$ cat src/sv/pvm_pkg.sv
// ---------------------------------------------------------------------------
// pvm_pkg: shared types and constants of the pcm voice mixer
// operation codes, channel kinds, slot descriptor type and defaults
// ---------------------------------------------------------------------------
`default_nettype none
package pvm_pkg;

    localparam int DEF_SLOTS_PER_SIDE = 8;
    localparam int DEF_SAMPLE_WORDS   = 4096;
    localparam int WIDE_TOP_SHIFT     = 24;
    localparam int NARROW_TOP_SHIFT   = 8;
    localparam int PAIR_STEP          = 2;
    localparam int IDX_W              = 18;
    localparam int MAX_RSHIFT         = 4;
    // per-side level sum, wide enough for 32 slots of 255
    localparam int SUM_W              = 13;

    typedef enum logic [1:0] {
        OP_WRITE = 2'd0,
        OP_START = 2'd1,
        OP_TICK  = 2'd2,
        OP_NONE  = 2'd3
    } t_op;

    typedef enum logic [2:0] {
        CK_MONO_L   = 3'd0,
        CK_MONO_R   = 3'd1,
        CK_STEREO_L = 3'd2,
        CK_STEREO_R = 3'd3,
        CK_MONO_LR  = 3'd4,
        CK_STEREO   = 3'd5
    } t_kind;

    // copy of a sound's fields held by one slot
    typedef struct packed {
        logic [11:0] base;
        logic [14:0] len;
        logic        wide;
        logic [2:0]  rshift;
        logic        pair;
        logic [3:0]  atten;
        logic        loop_en;
    } t_desc;

    // divider control between sequencer and divider
    typedef struct packed {
        logic             start;
        logic [SUM_W-1:0] dividend;
        logic [7:0]       divisor;
    } t_div_req;

endpackage
`default_nettype wire

$ cat src/sv/pvm_divider.sv
// ---------------------------------------------------------------------------
// pvm_divider: shared radix-2 restoring divider
// one quotient bit per cycle, 13-bit dividend, 8-bit divisor
// ---------------------------------------------------------------------------
`default_nettype none
module pvm_divider
    import pvm_pkg::*;
(
    input  wire logic         i_clk,
    input  wire logic         i_rst_n,
    input  wire t_div_req     i_req,
    output logic              o_busy,
    output logic [SUM_W-1:0]  o_quot
);
    logic [3:0]       r_cnt, n_cnt;
    logic             r_busy, n_busy;
    logic [SUM_W-1:0] r_q, n_q;
    logic [8:0]       r_rem, n_rem;
    logic [7:0]       r_dv, n_dv;
    logic [8:0]       w_trial;

    always_comb begin
        n_cnt  = r_cnt;
        n_busy = r_busy;
        n_q    = r_q;
        n_rem  = r_rem;
        n_dv   = r_dv;
        w_trial = {r_rem[7:0], r_q[SUM_W-1]};
        if (i_req.start) begin
            n_busy = 1'b1;
            n_cnt  = 4'd0;
            n_q    = i_req.dividend;
            n_rem  = 9'd0;
            n_dv   = i_req.divisor;
        end else if (r_busy) begin
            if (w_trial >= {1'b0, r_dv}) begin
                n_rem = w_trial - {1'b0, r_dv};
                n_q   = {r_q[SUM_W-2:0], 1'b1};
            end else begin
                n_rem = w_trial;
                n_q   = {r_q[SUM_W-2:0], 1'b0};
            end
            n_cnt = r_cnt + 4'd1;
            if (r_cnt == 4'(SUM_W - 1)) n_busy = 1'b0;
        end
    end

    always_ff @(posedge i_clk) begin
        if (!i_rst_n) begin
            r_busy <= 1'b0;
            r_cnt  <= 4'd0;
        end else begin
            r_busy <= n_busy;
            r_cnt  <= n_cnt;
        end
        r_q   <= n_q;
        r_rem <= n_rem;
        r_dv  <= n_dv;
    end

    assign o_busy = r_busy;
    assign o_quot = r_q;
endmodule
`default_nettype wire

$ cat config.mk
export PLATFORM = sky130hd
export DESIGN_NAME = pvm_divider
export DESIGN_NICKNAME = d
export VERILOG_FILES = /design/src/sv/pvm_pkg.sv /design/src/sv/pvm_divider.sv
export SDC_FILE = /design/constraint.sdc
export NUM_CORES = 1
export LEC_CHECK = 0
export BUFFER_PORTS_ARGS = -buffer_cell sky130_fd_sc_hd__buf_2
export CAP_MARGIN = 20
export CORE_AREA = 2 2 58 60
export CTS_BUF_LIST = sky130_fd_sc_hd__clkbuf_4
export CTS_CLUSTER_DIAMETER = 40
export CTS_CLUSTER_SIZE = 24
export DETAILED_ROUTE_END_ITERATION = 6
export DIE_AREA = 0 0 60 62
export PLACE_DENSITY = 0.86
export SYNTH_ARGS = -nofsm -noshare
export SYNTH_HDL_FRONTEND = slang
export SYNTH_SLANG_ARGS = --single-unit
$ cat constraint.sdc
create_clock -name i_clk -period 4.3 [get_ports i_clk]
set_input_delay 0.645 -clock i_clk [delete_from_list [all_inputs] [get_ports i_clk]]
set_output_delay 0.645 -clock i_clk [all_outputs]
set_load 0.02 [all_outputs]
==> impl_results.md <==
* Headroom to the max-slew limit at 0.497
* DR vias at 1,396
* Clk_lat worst skew at 0.34 ns
* Die X at 60 um
* Final critical-path setup slack at approximately 1.8 ns
* Finished Layout Cells at 256
* Syn Inst Count at 172
* Clk slew on worst S/H paths at roughly 0.11 ns
* Total grt overflow at 0
* CP endpoint kind: flip-flop
* WHS at 0.478 ns
* Initial antenna violation count at 0
* Pre-CTS setup slack at 2.01 ns
* Sequential-to-total area share from yosys stat at 0.485
* Initial drt markers at 39
* Post CTS Setup Buffer Count at 0
* Hold depth at 1
* Leakage power at 0.883 nW
* Maxcap violations at 0
* Drt total wl at 3560 um
* Dominant synthesized flop cell: edfxtp_1
* Seq cells post-synth at 34
* Async set-reset flop share out of synthesis at 0
* Synth-to-Final Area Change at 15.5%
* Clk buf depth at 2
* Max FO, Critical Path at 3
* Skew final at 0.0188 ns
* HPWL Detailed at ~2600 um
* CTS tree: yes
* Routed Antenna Nets at 0
* Fill cell count at 247
* Tmin final at roughly 2.5 ns
* # rows at 21
* Setup total negative slack at 0 ns
* Core Util, Final at 0.667
* Worst setup SP type: flip-flop
* First-pass detailed-route iteration total at 4
* Vias per std cell at 5.45
* Setup Crit Path Kind: reg2reg
* CP Data Required Time at approximately 4.6 ns
* Post-synth EDFFs at 21
* Fmax at 405 MHz
* Vias in the first global route at 1,263
* Share of cells above drive strength 1 at 0.286
* RePlAce Congestion at 0.869
* Final max-slew violation count at 0
* Final period util at 0.575
* Core area at 3180 um^2
* # clock sinks at 34
* Antenna diodes at 0
* R2R depth at 8
* GRT Overall Usage at 0.217
* Starting density of the core at 0.578
* Vert. Die Dim at 62 um
* # H-tree levels at 2
* Min-delay worst type: in2reg
* Hold Vio Cnt, Final at 0
* Mapped Avg Cell Area at 10.7 um^2
* PortBufs at 37
* Unrepaired setup endpoints after global routing: false
* Residual DRC at 0
* First-pass GRT wire length at between 5000 and 6000 um
* Critical Path AT at 2.73 ns
* Final setup vio count at 0
* CTS resizes at 0
* Final nets at ~240
* Status: completed
* Cell Pwr Density at 381 nW/um^2
* Synthesis Warnings at 0
* Num CTS Buffers at 5
* Number of I/O pins at 38
* Distinct cells, synth at 41
* Routed len/inst at approximately 14 um
* Hold buffer count at CTS at 0
* Syn_nets at 207
* Peak supply drop at 238 uV
* Cell Area, Synth at 1840 um^2
* Placed Cells incl. Taps at 248
* Worst Tran Pin Value at approximately 0.76 ns
* Largest net degree at the start of global routing at 36
* Root Buffer: clkbuf_4
* Die Area at 3720 um^2
-- logic make-up after synthesis --
group / share of synthesized area
DFF: 0.485
AOI/OAI and AO/OA: 0.119
adders and majority gates: 0.0790
buffers and inverters: 0.0504
xor gates and xnor gates: 0.0381
and+or+nand+nor: 0.144
muxes: 0.0845
-- through the flow --
| stage | instance area, um^2 | power (mW) |
|---|---|---|
| 2_1_floorplan | 1840 | 0.531 |
| 3_3_place_gp | 2040 | 0.575 |
| 3_5_place_dp | 2040 | 0.580 |
| 4_1_cts | 2120 | 0.815 |
| 5_1_grt | 2120 | 0.851 |
| 6_report | 2120 | 0.809 |
-- cell usage after synthesis, types with 2 or more instances --
cell type | count | area [um^2]
edfxtp_1 | 21 | 631
nor2_1 | 19 | 71.3
inv_1 | 15 | 56.3
dfxtp_1 | 13 | 260
mux2_2 | 12 | 135
nand2_1 | 11 | 41.3
ha_1 | 10 | 125
a21oi_1 | 8 | 40.0
nand2b_1 | 6 | 37.5
xor2_1 | 5 | 43.8
clkbuf_1 | 4 | 15.0
nand4_1 | 3 | 18.8
nor2b_1 | 3 | 18.8
o21ai_1 | 3 | 15.0
xnor2_1 | 3 | 26.3
a21o_1 | 2 | 15.0
a311oi_2 | 2 | 30.0
and2_1 | 2 | 12.5
and3_1 | 2 | 12.5
buf_2 | 2 | 10.0
mux2i_1 | 2 | 20.0
nand3_1 | 2 | 10.0
o211ai_1 | 2 | 15.0
o31a_1 | 2 | 17.5
o31ai_1 | 2 | 15.0
-- metal layers --
metal,vias up,global-route usage,part of all wire
met1,667,0.288,0.45
li1,686,-,-
met4,0,0.0984,0.017
met2,37,0.332,0.48
met3,6,0.0642,0.049
met5,-,0,0
-- final cells by class --
class,count,area (um^2),area share
repair buffers,37,185,0.0873
multi-input cells,116,853,0.402
clock inverters,2,33.8,0.0159
well taps,46,57.6,0.0271
inverters,15,56.3,0.0265
flip-flops and latches,34,891,0.420
clock buffers,6,45.0,0.0212
-- path summary, 6_finish.rpt --
kind	start	end	slack, ns
setup / recovery	o_quot[12]	r_rem[6]	1.83
hold / removal	i_req[4]	r_dv[4]	0.48
setup reg to reg	o_quot[12]	r_rem[6]	1.83
hold reg to reg	r_rem[5]	r_rem[6]	0.53
-- power by group --
| group | switching [mW] | total [mW] | internal [mW] |
|---|---|---|---|
| logic | 0.102 | 0.176 | 0.0745 |
| registers | 0.0199 | 0.398 | 0.378 |
| clock network | 0.108 | 0.235 | 0.127 |
| total | 0.229 | 0.809 | 0.580 |
-- critical path, stage by stage (launching register included) --
cell	delay, ns
edfxtp_1	0.39
inv_1	0.05
ha_1	0.22
fa_1	0.43
nand2b_1	0.21
a2111oi_0	0.56
a311oi_1	0.12
a21o_1	0.19
a311oi_2	0.22
-- flip-flops by register name (all words and copies together) (netlist names) --
register	count
r_dv	8
r_cnt	4
o_quot	13
r_rem	8
o_busy	1
-- cells in the final DEF (no fill, tap or decap), drive strengths merged, types with 3 or more instances in the layout --
cell and n:
a21oi 8, a311oi 3, buf 37, clkbuf 6, dfxtp 13, edfxtp 21
ha 10, inv 15, mux2 12, nand2 11, nand2b 6, nand3 3
nand4 3, nor2 19, nor2b 3, o21ai 3, xnor2 3, xor2 5
No activity file was read; power rests on OpenSTA's default activity.
